===== config.mk =====
export PLATFORM = sky130hd
export DESIGN_NAME = crc8_command_frame_parser_unit_flat
export DESIGN_NICKNAME = d
export VERILOG_FILES = /design/src/rtl/core/c8cfp_pkg.sv /design/src/rtl/core/c8cfp_ifs.sv /design/src/rtl/core/c8cfp_parser.sv /design/src/rtl/core/crc8_command_frame_parser_unit.sv /design/src/flat_wrapper.sv
export SDC_FILE = /design/constraint.sdc
export NUM_CORES = 1
export LEC_CHECK = 0
export BUFFER_PORTS_ARGS = -buffer_cell sky130_fd_sc_hd__buf_2
export CAP_MARGIN = 20
export CORE_AREA = 2 2 69 71
export DETAILED_ROUTE_END_ITERATION = 7
export DIE_AREA = 0 0 71 73
export HOLD_SLACK_MARGIN = 0.02
export PLACE_DENSITY = 0.74
export SETUP_SLACK_MARGIN = 0.5
export SYNTH_ARGS = -nofsm -noshare
export SYNTH_HDL_FRONTEND = slang
export SYNTH_HIERARCHICAL = 1
export SYNTH_SLANG_ARGS = --single-unit

===== constraint.sdc =====
create_clock -name i_clk -period 3 [get_ports i_clk]
set_clock_uncertainty 0.15 [all_clocks]
set_input_delay 0.45 -clock i_clk [delete_from_list [all_inputs] [get_ports i_clk]]
set_output_delay 0.45 -clock i_clk [all_outputs]
set_load 0.005 [all_outputs]

===== src/rtl/core/c8cfp_pkg.sv =====
// package: frame constants, parser phase type, result struct and crc-8 step
`default_nettype none

package c8cfp_pkg;

    localparam logic [7:0] HDR_FIRST  = 8'hA5;
    localparam logic [7:0] HDR_SECOND = 8'h5A;
    localparam logic [7:0] CRC_POLY   = 8'h07;

    typedef enum logic [2:0] {
        PH_HEAD0 = 3'd0,
        PH_HEAD1 = 3'd1,
        PH_TASK  = 3'd2,
        PH_SEQ   = 3'd3,
        PH_CHECK = 3'd4
    } t_phase;

    typedef struct packed {
        logic       valid;
        logic [7:0] task_id;
        logic [7:0] sequence_num;
    } t_result;

    // one byte through crc-8, msb first
    function automatic logic [7:0] crc8_feed(input logic [7:0] crc, input logic [7:0] data);
        logic [7:0] c;
        c = crc ^ data;
        for (int i = 0; i < 8; i++) begin
            if (c[7]) begin
                c = {c[6:0], 1'b0} ^ CRC_POLY;
            end else begin
                c = {c[6:0], 1'b0};
            end
        end
        return c;
    endfunction

    // crc over the two fixed header bytes
    localparam logic [7:0] CRC_HDR = crc8_feed(crc8_feed(8'h00, HDR_FIRST), HDR_SECOND);

endpackage

`default_nettype wire


===== src/rtl/core/c8cfp_ifs.sv =====
// valid/ready channel interfaces for received bytes and parsed results
`default_nettype none

interface c8cfp_rx_if;
    logic       valid;
    logic       ready;
    logic [7:0] rx_byte;

    modport source (output valid, output rx_byte, input ready);
    modport sink   (input valid, input rx_byte, output ready);
endinterface

interface c8cfp_res_if;
    logic       valid;
    logic       ready;
    logic [7:0] task_id;
    logic [7:0] sequence_num;

    modport source (output valid, output task_id, output sequence_num, input ready);
    modport sink   (input valid, input task_id, input sequence_num, output ready);
endinterface

`default_nettype wire


===== src/rtl/core/c8cfp_parser.sv =====
// frame phase tracker with running crc-8 over the frame bytes
`default_nettype none

module c8cfp_parser
    import c8cfp_pkg::*;
(
    input  wire logic       i_clk,
    input  wire logic       i_rst_n,
    input  wire logic       i_en,
    input  wire logic [7:0] i_byte,
    output t_result         o_res
);

    t_phase     r_phase, n_phase;
    logic [7:0] r_task, n_task;
    logic [7:0] r_seq, n_seq;
    logic [7:0] r_crc, n_crc;
    logic [7:0] crc_base;

    assign crc_base = (r_phase == PH_TASK) ? CRC_HDR : r_crc;

    always_comb begin
        n_phase = r_phase;
        n_task  = r_task;
        n_seq   = r_seq;
        n_crc   = r_crc;
        if (i_en) begin
            case (r_phase)
                PH_HEAD0: begin
                    if (i_byte == HDR_FIRST) begin
                        n_phase = PH_HEAD1;
                    end
                end
                PH_HEAD1: begin
                    n_phase = (i_byte == HDR_SECOND) ? PH_TASK : PH_HEAD0;
                end
                PH_TASK: begin
                    n_task  = i_byte;
                    n_crc   = crc8_feed(crc_base, i_byte);
                    n_phase = PH_SEQ;
                end
                PH_SEQ: begin
                    n_seq   = i_byte;
                    n_crc   = crc8_feed(crc_base, i_byte);
                    n_phase = PH_CHECK;
                end
                PH_CHECK: begin
                    n_phase = PH_HEAD0;
                end
                default: begin
                    n_phase = PH_HEAD0;
                end
            endcase
        end
    end

    always_comb begin
        o_res.valid        = i_en && (r_phase == PH_CHECK) && (i_byte == r_crc);
        o_res.task_id      = r_task;
        o_res.sequence_num = r_seq;
    end

    always_ff @(posedge i_clk) begin
        if (!i_rst_n) begin
            r_phase <= PH_HEAD0;
            r_task  <= 8'h00;
            r_seq   <= 8'h00;
            r_crc   <= 8'h00;
        end else begin
            r_phase <= n_phase;
            r_task  <= n_task;
            r_seq   <= n_seq;
            r_crc   <= n_crc;
        end
    end

    a_check_returns: assert property (@(posedge i_clk) disable iff (!i_rst_n)
        (i_en && r_phase == PH_CHECK) |=> (r_phase == PH_HEAD0))
        else $error("parser did not return to header hunt after check byte");

    a_result_only_on_check: assert property (@(posedge i_clk) disable iff (!i_rst_n)
        o_res.valid |-> (i_en && r_phase == PH_CHECK))
        else $error("result outside check phase");

    a_bad_header_back: assert property (@(posedge i_clk) disable iff (!i_rst_n)
        (i_en && r_phase == PH_HEAD1 && i_byte != HDR_SECOND) |=> (r_phase == PH_HEAD0))
        else $error("wrong second header not dropped");

    a_hold_when_idle: assert property (@(posedge i_clk) disable iff (!i_rst_n)
        !i_en |=> $stable(r_phase) && $stable(r_crc))
        else $error("parser state moved without a word");

endmodule

`default_nettype wire


===== src/rtl/core/crc8_command_frame_parser_unit.sv =====
// top level: input register, frame parser and result register
//
//  channel  dir  payload                       width
//  i_rx     in   rx_byte                       8
//  o_res    out  task_id, sequence_num         8 + 8
//
// one word per cycle when not stalled; input register, then parser, then result register
// crc builds up in the parser one byte per cycle unless stalled; the check is one compare
// reset: synchronous active low, parser returns to hunting for the first header byte
// a pending result that is not taken stalls the input register and then i_rx.ready
`default_nettype none

module crc8_command_frame_parser_unit
    import c8cfp_pkg::*;
(
    input  wire logic    i_clk,
    input  wire logic    i_rst_n,
    c8cfp_rx_if.sink     i_rx,
    c8cfp_res_if.source  o_res
);

    logic       r_in_valid;
    logic [7:0] r_in_byte;
    logic       r_out_valid;
    logic [7:0] r_task_id;
    logic [7:0] r_sequence_num;
    logic       advance;
    t_result    res;

    assign advance    = r_in_valid && (!r_out_valid || o_res.ready);
    assign i_rx.ready = !r_in_valid || advance;

    always_ff @(posedge i_clk) begin
        if (!i_rst_n) begin
            r_in_valid <= 1'b0;
        end else if (i_rx.ready) begin
            r_in_valid <= i_rx.valid;
        end
    end

    always_ff @(posedge i_clk) begin
        if (i_rx.ready && i_rx.valid) begin
            r_in_byte <= i_rx.rx_byte;
        end
    end

    c8cfp_parser u_parser (
        .i_clk   (i_clk),
        .i_rst_n (i_rst_n),
        .i_en    (advance),
        .i_byte  (r_in_byte),
        .o_res   (res)
    );

    always_ff @(posedge i_clk) begin
        if (!i_rst_n) begin
            r_out_valid <= 1'b0;
        end else if (advance) begin
            r_out_valid <= res.valid;
        end else if (o_res.ready) begin
            r_out_valid <= 1'b0;
        end
    end

    always_ff @(posedge i_clk) begin
        if (advance && res.valid) begin
            r_task_id      <= res.task_id;
            r_sequence_num <= res.sequence_num;
        end
    end

    assign o_res.valid        = r_out_valid;
    assign o_res.task_id      = r_task_id;
    assign o_res.sequence_num = r_sequence_num;

endmodule

`default_nettype wire


===== src/flat_wrapper.sv =====
// flat-port wrapper written by rule: the top's interface ports become plain ports
module crc8_command_frame_parser_unit_flat import c8cfp_pkg::*;
  (i_clk, i_rst_n, i_rx_valid, i_rx_rx_byte, i_rx_ready, o_res_valid, o_res_task_id, o_res_sequence_num, o_res_ready);
  c8cfp_rx_if i_rx_i ();
  c8cfp_res_if o_res_i ();
  input  wire logic i_clk;
  input  wire logic i_rst_n;
  input wire logic [$bits(i_rx_i.valid)-1:0] i_rx_valid;
  input wire logic [$bits(i_rx_i.rx_byte)-1:0] i_rx_rx_byte;
  output wire logic [$bits(i_rx_i.ready)-1:0] i_rx_ready;
  output wire logic [$bits(o_res_i.valid)-1:0] o_res_valid;
  output wire logic [$bits(o_res_i.task_id)-1:0] o_res_task_id;
  output wire logic [$bits(o_res_i.sequence_num)-1:0] o_res_sequence_num;
  input wire logic [$bits(o_res_i.ready)-1:0] o_res_ready;
  assign i_rx_i.valid = i_rx_valid;
  assign i_rx_i.rx_byte = i_rx_rx_byte;
  assign i_rx_ready = i_rx_i.ready;
  assign o_res_valid = o_res_i.valid;
  assign o_res_task_id = o_res_i.task_id;
  assign o_res_sequence_num = o_res_i.sequence_num;
  assign o_res_i.ready = o_res_ready;
  crc8_command_frame_parser_unit u_core (.i_clk(i_clk), .i_rst_n(i_rst_n), .i_rx(i_rx_i), .o_res(o_res_i));
endmodule

* Word level (Yosys, flattened, before mapping)
Index checks and enable logic that the tools add are counted.
Operators by class: muxes and demuxes 50, reductions and logical operators 16, equality and inequality tests 8, bitwise logic cells 16
Operators with widths (count):
- $mux 8 | 29
- $mux 3 | 16
- $not 3->3 | 15
- $pmux 8 s2 | 1
- $pmux 3 s4 | 1
- $eq 8x7->1 const B | 1
- $eq 8x8->1 | 1
- $eq 8x8->1 const B | 1
- $reduce_and 2->1 | 4
- $xor 8x8->8 | 1
- $eq 3x2->1 const B | 2
- $logic_and 1x1->1 | 5
- $reduce_bool 2->1 | 2
- $eq 3x1->1 const B | 1
- $eq 3x3->1 const B | 1
- $logic_not 3->1 | 1
- $logic_not 1->1 | 2
- $logic_or 1x1->1 | 2
- $mux 1 | 2
- $mux 2 | 1
- $ne 2x2->1 const B | 1
Storage, ports and cells: logic and storage cells 99, output and inout port bits 18, register bits after elaboration 53

* Logic depth before layout (Yosys ltp)
Gate-level depths: netlist of run 1.
word-level depth 34, mapped depth 9

* By module
Netlist of run 1, hierarchy kept.
Modules (own cells, without submodules):
- c8cfp_parser | instances 1, sequential area each 540.5 µm², cells an instance 186, area each 1525.2 µm²
- crc8_command_frame_parser_unit | instances 1, sequential area each 760.7 µm², cells an instance 37, area each 833.3 µm²

* Worst setup path before layout of run 1
OpenSTA, ideal clock, no wires.
path type input port to flip-flop, start in o_res_ready, end reg u_core.r_sequence_num[0], in the netlist u_core/o_res.sequence_num[0] (enable), data required time 2.461 ns, stages on the path 9, data arrival time 2.283 ns, slack 0.179 ns, setup time 0.389 ns, cells stage by stage nand2b_4 and2_1 clkbuf_1 inv_1 nor4b_1 nand3_1 nor4_1 nand2_1 nor2_1
RTL lines:
- start, declared | line flat_wrapper.sv:14 | input wire logic [$bits(o_res_i.ready)-1:0] o_res_ready;
- end signal, assigned | line crc8_command_frame_parser_unit.sv:68 | r_sequence_num <= res.sequence_num;
- end, declared | line crc8_command_frame_parser_unit.sv:26 | logic [7:0] r_sequence_num;

==> results.tsv, run 1 <==
stage	metric	value	unit
grt	grt_pass1_wl	7.20	mm
floorplanning	die_w	71	um
worst_setup_path	crit_family	simple AND/OR/NAND/NOR gates	
clock_network	clock_sinks	53	
grt	grt_usage	0.182	
worst_setup_path	start_kind	flop	
grt	grt_max_degree	26	
worst_setup_path	worstReg2RegEnd	u_core/o_res.task_id[5]$_DFFE_PP_	
worst_setup_path	path_class	reg2reg	
logic_synthesis	synth_seq_cells	53	
timing	hold_slack	0.165	ns
placed_design	place.gp.congestion	0.916	
min_path	hp-start	i_rx_rx_byte[0]	
worst_setup_path	max_stage_delay	0.55	ns
timing	setup_viol	0	
finish	antennaDiodeCount	0	
clock_network	cts.clk_slew.worst_paths	0.09	ns
finish	syn_to_final_growth	13.2	%
clock_network	cts.path.max_buffers	2	
floorplanning	start_util	0.520	
power_and_ir_drop	p_per_area	511	mW/mm2
worst_setup_path	ff2ff_setup_slack	0.76	ns
worst_setup_path	end_kind	flop	
timing	tns	0	ns
clock_network	cts-root-buf	clkbuf_8	
logic_synthesis	synth_area_leaders	edfxtp_1 (31%), dfxtp_1 (25%), nand2_1 (7.0%)	
timing	relSlewSlack	0.473	
worst_setup_path	r2r-start	u_core/r_in_byte[2]$_DFFE_PP_	
timing	slew_viol_final	0	
grt	grt_remaining_overflow	0	
timing	hold_violations	0	
worst_setup_path	arrival	2.11	ns
drt	drc_errors	0	
placed_design	port_buffers	29	
drt	drt_first_pass_iters	4	
logic_synthesis	yosysSeqAreaShare	0.552	
timing	post-route-period-util	0.746	
logic_synthesis	synthArstFlopShare	0	
finish	drive_gt1_frac	0.212	
logic_synthesis	ys.flop_type	dfxtp_1	
logic_synthesis	netlist_top_cells_count	nand2_1 (44), dfxtp_1 (29), a21oi_1 (25), edfxtp_1 (24), xor2_1 (10)	
clock_network	cts_tree	yes	
worst_setup_path	worst_r2r_path_depth	7	
timing	max_freq	0.447	GHz
clock_network	numCtsBuffers	5	
timing	tightest_slew	0.789	ns
logic_synthesis	yosysUniqueCellTypes	42	
worst_setup_path	critPathSlowestCell	edfxtp_1	
logic_synthesis	synthDominantCellAreaShare	0.306	
floorplanning	row_count	25	
drt	via_count	1680	
drt	final_antenna_net_count	0	
worst_setup_path	path_common_cell	nor4_1	
drt	routed_via_density	5.53	
logic_synthesis	yosysTopAreaCell	edfxtp_1	
drt	drtIter0Drc	124	
run_status	status	completed	
logic_synthesis	synth_nets	235	
flow_run	drv_cap	0	
placed_design	detailed_place_hpwl	3.00	mm
timing	min_period	2.24	ns
min_path	worstHoldPathCells	1	
worst_setup_path	cp_num_buf_inv	1	
drt	drt_wl_total	4.45	mm
logic_synthesis	syn_avg_cell_area	10.6	um2
clock_network	cts_hold_buf	0	
worst_setup_path	path_cells	xor2_1, nor4_1, nand3_1, nor4_1, nand2_1, nor2_4, buf_12	
finish	nets	261	
floorplanning	num_io_pins	30	
min_path	hold_end	u_core/r_in_byte[0]$_DFFE_PP_	
logic_synthesis	syn_inst	223	
logic_synthesis	synth.most_common_cell	nand2_1	
logic_synthesis	yosys_warnings	6	
power_and_ir_drop	peakVddDrop	0.322	mV
floorplanning	die-height	73	um
power_and_ir_drop	leakage	0.000948	uW
logic_synthesis	synth_edf_count	24	
floorplanning	core_area	0.00454	mm2
worst_setup_path	worstPathRequired	2.88	ns
floorplanning	die_area	0.00518	mm2
grt	antenna_found_initial	0	
worst_setup_path	path_max_fanout	16	
logic_synthesis	syn_area	0.00236	mm2
min_path	min_path_type	in2reg	
drt	wl_per_cell	14.6	um
clock_network	htreeDepth	2	
grt	grt_pass1_vias	1520	
timing	rsz0062_at_grt	no	
clock_network	clk-insertion-delay-late	0.31	ns
finish	fillers	376	
[cell families (layout without fill, tap and decap cells)]
logic type	Yosys count	after routing	synth area share
buffers and inverters	14	41	0.0249
AO/OA/AOI/OAI	49	49	0.127
XOR/XNOR	21	21	0.0976
AND/OR/NAND/NOR	86	86	0.199
flip-flops	53	53	0.552
[metrics by stage]
stage	instance area (um2)	setup WS (ns)	util	std cells	total power, uW
final	2670	0.763	0.588	304	1360
after CTS	2650	0.543	0.584	303	1370
after global placement	2530	0.359	0.559	295	897
after detailed placement	2530	0.273	0.559	295	898
after floorplan	2370	0.598	-	223	874
after global routing	2670	0.521	0.588	304	1410
[worst max path at each step]
stage	from	slack [ns]	cells past startpoint	to
2_1_floorplan	o_res_ready	0.60	9	u_core/o_res.sequence_num[0]$_DFFE_PP_
3_3_place_gp	o_res_ready	0.36	9	u_core/o_res.task_id[4]$_DFFE_PP_
3_5_place_dp	o_res_ready	0.27	9	u_core/o_res.task_id[4]$_DFFE_PP_
4_1_cts	u_core/o_res.valid$_SDFFE_PN0P_	0.54	8	u_core/o_res.task_id[4]$_DFFE_PP_
5_1_grt	u_core/r_in_valid$_SDFFE_PN0P_	0.52	8	u_core/o_res.sequence_num[0]$_DFFE_PP_
6_report	u_core/r_in_byte[2]$_DFFE_PP_	0.76	7	u_core/o_res.task_id[5]$_DFFE_PP_
[timing repair]
item                       CTS  global route
setup endpoints to repair    0            16
resized for setup            0             1
setup buffers                0             1
[worst register-to-register path, cell delays in order, from the launching register on]
cell and delay (ns):
edfxtp_1 0.55, xor2_1 0.22, nor4_1 0.28, nand3_1 0.10
nor4_1 0.21, nand2_1 0.15, nor2_4 0.14, buf_12 0.15
[per-layer routing]
layer	part of all wire	GRT usage	routed length (um)
met1	0.47	0.241	2080
met2	0.47	0.290	2090
met3	0.048	0.0456	215
met4	0.012	0.0692	54
met5	0	0	0
[sequential cells by signal, indices dropped and copies added, names as in the netlist]
signal                     count
u_core/u_parser/r_seq          8
u_core/r_in_valid              1
u_core/o_res.valid             1
u_core/o_res.task_id           8
u_core/u_parser/r_crc          8
u_core/r_in_byte               8
u_core/u_parser/r_phase        3
u_core/u_parser/r_task         8
u_core/o_res.sequence_num      8
[report_power, final]
part           total, uW  leakage, uW  switching (uW)  internal (uW)
clock network        481    0.0000585             231            250
registers            784     0.000460            23.5            761
logic               98.9     0.000430            44.5           54.5
total               1360     0.000948             299           1070
[placed cells by master (no fill, tap or decap), types with 4 or more instances in the layout]
cell type	n
dfxtp_1	29
buf_2	29
nand3b_1	4
a21oi_1	25
xor2_1	10
a211oi_1	4
nand3_1	5
nor4_1	4
nand2_1	44
xnor2_1	8
o21ai_0	5
edfxtp_1	24
o211ai_1	4
clkbuf_8	5
[cell type report]
type                       instances  area, um2  area share
clock buffer                       5       68.8      0.0258
clock inverter                     3       43.8      0.0164
inverter                           2       7.51     0.00281
multi-input combinational        156       1010       0.377
sequential                        53       1300       0.488
tap                               54       67.6      0.0253
timing repair buffer              31        173      0.0647
(Power assumes the default switching activity.)
==> run 2, diff against run 1 <==
--- a/config.mk
+++ b/config.mk
@@ -5,13 +5,14 @@
 export SDC_FILE = /design/constraint.sdc
 export NUM_CORES = 1
 export LEC_CHECK = 0
+export ABC_AREA = 1
 export BUFFER_PORTS_ARGS = -buffer_cell sky130_fd_sc_hd__buf_2
 export CAP_MARGIN = 20
-export CORE_AREA = 2 2 69 71
+export CORE_AREA = 2 2 72 74
 export DETAILED_ROUTE_END_ITERATION = 7
-export DIE_AREA = 0 0 71 73
+export DIE_AREA = 0 0 74 76
 export HOLD_SLACK_MARGIN = 0.02
-export PLACE_DENSITY = 0.74
+export PLACE_DENSITY = 0.73
 export SETUP_SLACK_MARGIN = 0.5
 export SYNTH_ARGS = -nofsm -noshare
 export SYNTH_HDL_FRONTEND = slang
==> constraint.sdc (replaced) <==
create_clock -name i_clk -period 1.88 [get_ports i_clk]
set_clock_uncertainty 0.15 [all_clocks]
set_input_delay 0.282 -clock i_clk [delete_from_list [all_inputs] [get_ports i_clk]]
set_output_delay 0.282 -clock i_clk [all_outputs]
set_load 0.005 [all_outputs]
==> run 2 against run 1 <==
Combinational power rose to 3.8 times the previous value. Count of clock-buffer cells in the layout unchanged. Utilization up 16 points. Routed wire length up 54%. Sequential power up 57%. The run now ends with negative setup slack left. Die area up 8.5%.
==> results.tsv, run 2 <==
stage	metric	value	unit	change
floorplanning	row_count	26		+4.0%
worst_setup_path	ff2ff_setup_slack	-0.29	ns	-1.05 ns
logic_synthesis	synth_area_leaders	edfxtp_1 (30%), dfxtp_1 (24%), nand2_1 (11%)		
timing	slew_viol_final	0		unchanged
logic_synthesis	yosys_warnings	6		unchanged
timing	hold_slack	0.0786	ns	-0.0864 ns
placed_design	place_inst	401		+36%
floorplanning	num_io_pins	30		unchanged
finish	antennaDiodeCount	0		unchanged
finish	final_core_util	0.748		+0.160
placed_design	place.gp.congestion	0.889		-2.9%
logic_synthesis	synth_simple_gate_area_frac	0.225		+0.0262
timing	rsz0062_at_grt	yes		
power_and_ir_drop	peakVddDrop	0.450	mV	+40%
grt	antenna_found_initial	0		unchanged
placed_design	detailed_place_hpwl	3.85	mm	+28%
clock_network	cts_tree	yes		
drt	drtIter0Drc	202		+63%
timing	tightest_slew	0.536	ns	-0.253 ns
worst_setup_path	worstPathRequired	1.76	ns	-1.12 ns
timing	relSlewSlack	0.639		+0.166
clock_network	cts.path.max_buffers	2		unchanged
worst_setup_path	r2r-start	u_core/r_in_byte[6]$_DFFE_PP_		
grt	grt_pass1_wl	10.1	mm	+40%
floorplanning	start_util	0.489		-0.0312
worst_setup_path	path_max_fanout	8		-8
drt	drt_wl_total	6.84	mm	+54%
logic_synthesis	netlist_top_cells_count	nand2_1 (71), inv_1 (38), dfxtp_1 (29), edfxtp_1 (24), a21oi_1 (23)		
logic_synthesis	synthMuxAreaShare	0		unchanged
timing	hold_violations	0		unchanged
placed_design	port_buffers	29		unchanged
timing	max_freq	0.462	GHz	+3.3%
finish	fin_cells	442		+45%
run_status	status	finished, violations left		
drt	routed_via_density	5.22		-5.6%
clock_network	cts.clk_slew.worst_paths	0.09	ns	about the same
grt	grt_pass1_vias	2257		+48%
logic_synthesis	yosysSeqAreaShare	0.542		-0.00978
logic_synthesis	synth_compound_area_frac	0.126		-0.000683
clock_network	cts-root-buf	clkbuf_8		
clock_network	numCtsBuffers	5		unchanged
finish	nets	383		+47%
floorplanning	die_w	74	um	+4.2%
logic_synthesis	synth_nets	290		+23%
worst_setup_path	startpoint	u_core/r_in_byte[6]$_DFFE_PP_		
logic_synthesis	syn_area	0.00240	mm2	+1.8%
logic_synthesis	synthDominantCellAreaShare	0.300		-0.00541
logic_synthesis	synthAdderAreaFrac	0		unchanged
clock_network	clock_sinks	53		unchanged
logic_synthesis	ys.flop_type	dfxtp_1		
worst_setup_path	path_class	reg2reg		
floorplanning	die-height	76	um	+4.1%
worst_setup_path	start_kind	flop		
worst_setup_path	end_kind	flop		
timing	post-route-period-util	1.15		+0.406
timing	tns	-4.28	ns	-4.28 ns
clock_network	htreeDepth	2		unchanged
drt	drt_first_pass_iters	4		unchanged
min_path	worstHoldPathCells	3		+2
min_path	hold_end	u_core/r_in_valid$_SDFFE_PN0P_		
timing	worst_slack	-0.286	ns	-1.05 ns
logic_synthesis	synth-xor-area-share	0.0255		-0.0721
logic_synthesis	synth_seq_cells	53		unchanged
grt	grt_max_degree	25		-3.8%
floorplanning	core_area	0.00491	mm2	+8.3%
finish	drive_gt1_frac	0.457		+0.245
logic_synthesis	syn_avg_cell_area	8.64	um2	-18%
power_and_ir_drop	leakage	0.00159	uW	+68%
power_and_ir_drop	p_per_area	644	mW/mm2	+26%
logic_synthesis	yosysUniqueCellTypes	33		-21%
drt	via_count	2306		+37%
worst_setup_path	arrival	2.05	ns	-0.06 ns
min_path	hp-start	i_rx_valid		
drt	drc_errors	0		unchanged
timing	setup_viol	17		+17
floorplanning	die_area	0.00562	mm2	+8.5%
finish	final_common_cell	nand2_1		
grt	grt_remaining_overflow	0		unchanged
logic_synthesis	synth_edf_count	24		unchanged
flow_run	drv_cap	0		unchanged
min_path	min_path_type	in2reg		
logic_synthesis	synth_top_family_by_area	simple AND/OR/NAND/NOR gates		
drt	final_antenna_net_count	0		unchanged
drt	wl_per_cell	15.5	um	+5.8%
power_and_ir_drop	power	2370	uW	+74%
logic_synthesis	yosysTopAreaCell	edfxtp_1		
timing	min_period	2.17	ns	-0.0718 ns
finish	syn_to_final_growth	53.0	%	
worst_setup_path	worstReg2RegEnd	u_core/o_res.sequence_num[3]$_DFFE_PP_		
clock_network	clk-insertion-delay-late	0.31	ns	about the same
logic_synthesis	synthArstFlopShare	0		unchanged
run_status	violations	negative setup slack		
finish	final_cell_mix	nand2_1 (53), buf_4 (35), inv_1 (31)		
grt	grt_usage	0.235		+0.0535
logic_synthesis	syn_inst	278		+25%
worst_setup_path	worst_r2r_path_depth	7		unchanged
logic_synthesis	synth.most_common_cell	nand2_1		
==> run 2: cell types whose count changed after synthesis, sizes merged, moves of 6 or more <==
cell	previous run	this run
xor2	11	4
o21ai	6	24
clkbuf	7	1
nand3	5	22
nand2	45	76
inv	2	43
==> run 2: cells by family after synthesis <==
| kind of cell | Yosys count |
|---|---|
| flops | 53 |
| buf+inv | 49 |
| compound gates | 53 |
| xor+xnor | 7 |
| simple gates | 116 |
==> run 2: worst max path at each step <==
stage | end | slack (ns) | depth (start not counted)
after floorplan | u_core/o_res.sequence_num[0]$_DFFE_PP_ | -0.37 | 7
after global placement | u_core/o_res.task_id[2]$_DFFE_PP_ | -0.20 | 8
after global routing | u_core/o_res.sequence_num[2]$_DFFE_PP_ | -0.38 | 6
after CTS | u_core/o_res.task_id[2]$_DFFE_PP_ | -0.25 | 7
after detailed placement | u_core/o_res.task_id[2]$_DFFE_PP_ | -0.28 | 8
final | u_core/o_res.sequence_num[3]$_DFFE_PP_ | -0.29 | 7
==> run 2: final cells by class <==
type,instances,area (um2)
clock inverters,3,41.3
fillers,305,1240
clock buffers,5,68.8
multi-input cells,177,1230
flip-flops and latches,53,1310
inverters,43,179
well taps,70,87.6
repair buffers,91,763
==> run 2: per-layer routing <==
metal	vias up	wire, um	GRT usage
met4	0	339	0.127
li1	1104	-	-
met5	-	0	0
met2	93	3520	0.392
met3	32	375	0.0542
met1	1077	2610	0.273
==> run 2: where the power goes <==
group / switching [uW] / leakage [uW] / internal, uW
Sequential: 15.9 / 0.000444 / 1210
Clock: 373 / 0.0000518 / 392
Combinational: 215 / 0.00109 / 158
==> run 2: through the flow <==
| stage | instance area [um2] | setup slack (ns) |
|---|---|---|
| 3_3_place_gp | 2940 | -0.201 |
| 6_report | 3670 | -0.286 |
| 5_1_grt | 3670 | -0.376 |
| 2_1_floorplan | 2510 | -0.370 |
| 4_1_cts | 3450 | -0.245 |
| 3_5_place_dp | 2940 | -0.281 |
==> run 2: repair_timing <==
action,in CTS,in global routing
endpoints found under the setup margin,43,45
cloned,2,1
gates resized for setup,47,33
pin swaps,13,15
hold buffers,8,0
buffers inserted,12,10
hold endpoints to repair,8,0
==> run 2: worst max-delay path, cell delays in order, from the launching register on <==
cell and delay, ns:
edfxtp_1 0.47, nand2_2 0.13, nand2_2 0.06, or3b_4 0.39
nor4_4 0.14, inv_2 0.08, nor3_4 0.26, clkbuf_16 0.21
==> run 3, diff against run 2 <==
--- a/config.mk
+++ b/config.mk
@@ -7,7 +7,6 @@
 export LEC_CHECK = 0
 export ABC_AREA = 1
 export BUFFER_PORTS_ARGS = -buffer_cell sky130_fd_sc_hd__buf_2
-export CAP_MARGIN = 20
 export CORE_AREA = 2 2 72 74
 export DETAILED_ROUTE_END_ITERATION = 7
 export DIE_AREA = 0 0 74 76
==> constraint.sdc (replaced) <==
create_clock -name i_clk -period 1.88 [get_ports i_clk]
set_clock_uncertainty 0.15 [all_clocks]
set_input_delay 0.564 -clock i_clk [delete_from_list [all_inputs] [get_ports i_clk]]
set_output_delay 0.564 -clock i_clk [all_outputs]
set_load 0.005 [all_outputs]
==> run 3 against run 2 <==
The run still ends with negative setup slack left. Via count decreased by 2.0%. Register-to-register slack improved by 0.08 ns. Final area grew 1.7%. Critical path type unchanged. Largest cell class unchanged.
==> results.tsv, run 3 (synthesis results as in run 2) <==
stage	metric	value	unit	change
power_and_ir_drop	p_per_area	626	mW/mm2	-2.9%
finish	seq_area	0.00131	mm2	unchanged
grt	grt_pass1_vias	2174		-3.7%
timing	max_freq	0.479	GHz	+3.6%
drt	via_count	2260		-2.0%
worst_setup_path	path_class	reg2reg		
timing	relSlewSlack	0.688		+0.0482
min_path	min_path_type	in2reg		
timing	worst_slack	-0.210	ns	+0.0759 ns
timing	min_period	2.09	ns	-0.0759 ns
drt	drtIter0Drc	93		-54%
min_path	hp-start	i_rx_rx_byte[6]		
floorplanning	core_area	0.00491	mm2	unchanged
power_and_ir_drop	peakVddDrop	0.457	mV	+1.6%
clock_network	cts.clk_slew.worst_paths	0.10	ns	about the same
floorplanning	start_util	0.489		unchanged
drt	wl_per_cell	15.5	um	+0.37%
clock_network	htreeDepth	2		unchanged
grt	grt_remaining_overflow	0		unchanged
drt	routed_via_density	5.16		-1.1%
timing	post-route-period-util	1.11		-0.0404
worst_setup_path	start_kind	flop		
drt	drt_first_pass_iters	4		unchanged
power_and_ir_drop	leakage	0.00158	uW	-0.73%
finish	fillers	324		+6.2%
worst_setup_path	worstPathRequired	1.77	ns	about the same
placed_design	detailed_place_hpwl	3.92	mm	+1.9%
clock_network	cts-root-buf	clkbuf_8		
min_path	hold_end	u_core/r_in_byte[6]$_DFFE_PP_		
grt	grt_usage	0.231		-0.00411
finish	fin_area	0.00374	mm2	+1.7%
floorplanning	die-height	76	um	unchanged
worst_setup_path	ff2ff_setup_slack	-0.21	ns	+0.08 ns
run_status	violations	negative setup slack		
finish	antennaDiodeCount	0		unchanged
timing	hold_violations	0		unchanged
flow_run	drv_cap	0		unchanged
floorplanning	num_io_pins	30		unchanged
clock_network	clk-insertion-delay-late	0.31	ns	about the same
power_and_ir_drop	power	2340	uW	-1.2%
finish	syn_to_final_growth	55.7	%	
worst_setup_path	worstReg2RegEnd	u_core/o_res.sequence_num[2]$_DFFE_PP_		
finish	final_common_cell	nand2_1		
clock_network	numCtsBuffers	5		unchanged
finish	final_cell_mix	nand2_1 (53), buf_4 (38), buf_2 (26), dfxtp_1 (26)		
finish	multi_input_area	0.00128	mm2	+4.7%
floorplanning	row_count	26		unchanged
clock_network	cts_tree	yes		
grt	grt_max_degree	18		-28%
clock_network	clock_sinks	53		unchanged
worst_setup_path	path_max_fanout	8		unchanged
drt	drc_errors	0		unchanged
min_path	worstHoldPathCells	1		-2
worst_setup_path	end_kind	flop		
worst_setup_path	worst_r2r_path_depth	8		+1
worst_setup_path	r2r-start	u_core/r_in_byte[6]$_DFFE_PP_		
floorplanning	die_area	0.00562	mm2	unchanged
placed_design	dpl_cell_area	0.00301	mm2	+2.5%
grt	antenna_found_initial	0		unchanged
drt	drt_wl_total	6.80	mm	-0.54%
run_status	status	finished, violations left		
grt	grt_pass1_wl	9.91	mm	-1.5%
timing	tightest_slew	0.464	ns	-0.0717 ns
clock_network	cts.path.max_buffers	2		unchanged
finish	nets	379		-1.0%
floorplanning	die_w	74	um	unchanged
finish	drive_gt1_frac	0.530		+0.0729
placed_design	place.gp.congestion	0.922		+3.7%
finish	final_core_util	0.761		+0.0130
timing	slew_viol_final	0		unchanged
timing	setup_viol	17		unchanged
timing	hold_slack	0.273	ns	+0.194 ns
drt	final_antenna_net_count	0		unchanged
placed_design	port_buffers	29		unchanged
timing	rsz0062_at_grt	yes		
timing	tns	-3.40	ns	+0.882 ns
worst_setup_path	arrival	1.97	ns	-0.08 ns
[run 3: layer usage]
metal  up-vias  global-route usage  part of all wire
li1       1095                   -                 -
met1      1066               0.255              0.37
met2        71               0.407              0.54
met3        28              0.0489             0.047
met4         0               0.115             0.043
met5         -                   0                 0
[run 3: metrics by stage]
stage | setup WS (ns) | cells
floorplan | -0.415 | 278
global placement | -0.275 | 404
detailed placement | -0.344 | 404
CTS | -0.253 | 424
global route | -0.283 | 438
finish | -0.210 | 438
[run 3: layout make-up]
| class | count | share of cell area |
|---|---|---|
| Sequential cell | 53 | 0.350 |
| Multi-Input combinational cell | 177 | 0.344 |
| Timing Repair Buffer | 87 | 0.201 |
| Inverter | 43 | 0.0519 |
| Tap cell | 70 | 0.0234 |
| Clock buffer | 6 | 0.0194 |
| Clock inverter | 2 | 0.0104 |
[run 3: what timing repair did]
| action | 4_1_cts | 5_1_grt |
|---|---|---|
| setup buffers | 10 | 12 |
| endpoints found under the setup margin | 69 | 62 |
| pin swaps | 18 | 19 |
| resized for setup | 61 | 50 |
| hold buffers | 0 | 0 |
| cloned | 2 | 2 |
| endpoints found under the hold margin | 0 | 0 |
[run 3: where the power goes]
group | leakage (uW) | switching, uW | internal [uW]
logic | 0.00108 | 203 | 138
registers | 0.000443 | 15.0 | 1210
clock network | 0.0000554 | 373 | 400
total | 0.00158 | 590 | 1750
[run 3: how the worst max path moves through the flow]
stage | start | end | slack (ns) | depth (start not counted)
after floorplan | u_core/r_in_byte[0]$_DFFE_PP_ | u_core/o_res.sequence_num[0]$_DFFE_PP_ | -0.41 | 7
after global placement | o_res_ready | u_core/o_res.sequence_num[2]$_DFFE_PP_ | -0.28 | 10
after detailed placement | o_res_ready | u_core/o_res.sequence_num[6]$_DFFE_PP_ | -0.34 | 10
after CTS | u_core/r_in_byte[6]$_DFFE_PP_ | u_core/o_res.sequence_num[2]$_DFFE_PP_ | -0.25 | 8
after global routing | u_core/r_in_byte[0]$_DFFE_PP_ | u_core/o_res.sequence_num[2]$_DFFE_PP_ | -0.28 | 9
final | u_core/r_in_byte[6]$_DFFE_PP_ | u_core/o_res.sequence_num[2]$_DFFE_PP_ | -0.21 | 8
[run 3: critical path: stages, from the launching register on]
cell      delay, ns
edfxtp_1       0.45
nand2_1        0.11
nand2_1        0.06
or3b_4         0.39
nor4_4         0.14
inv_2          0.08
nor3_4         0.17
buf_6          0.15
buf_16         0.11
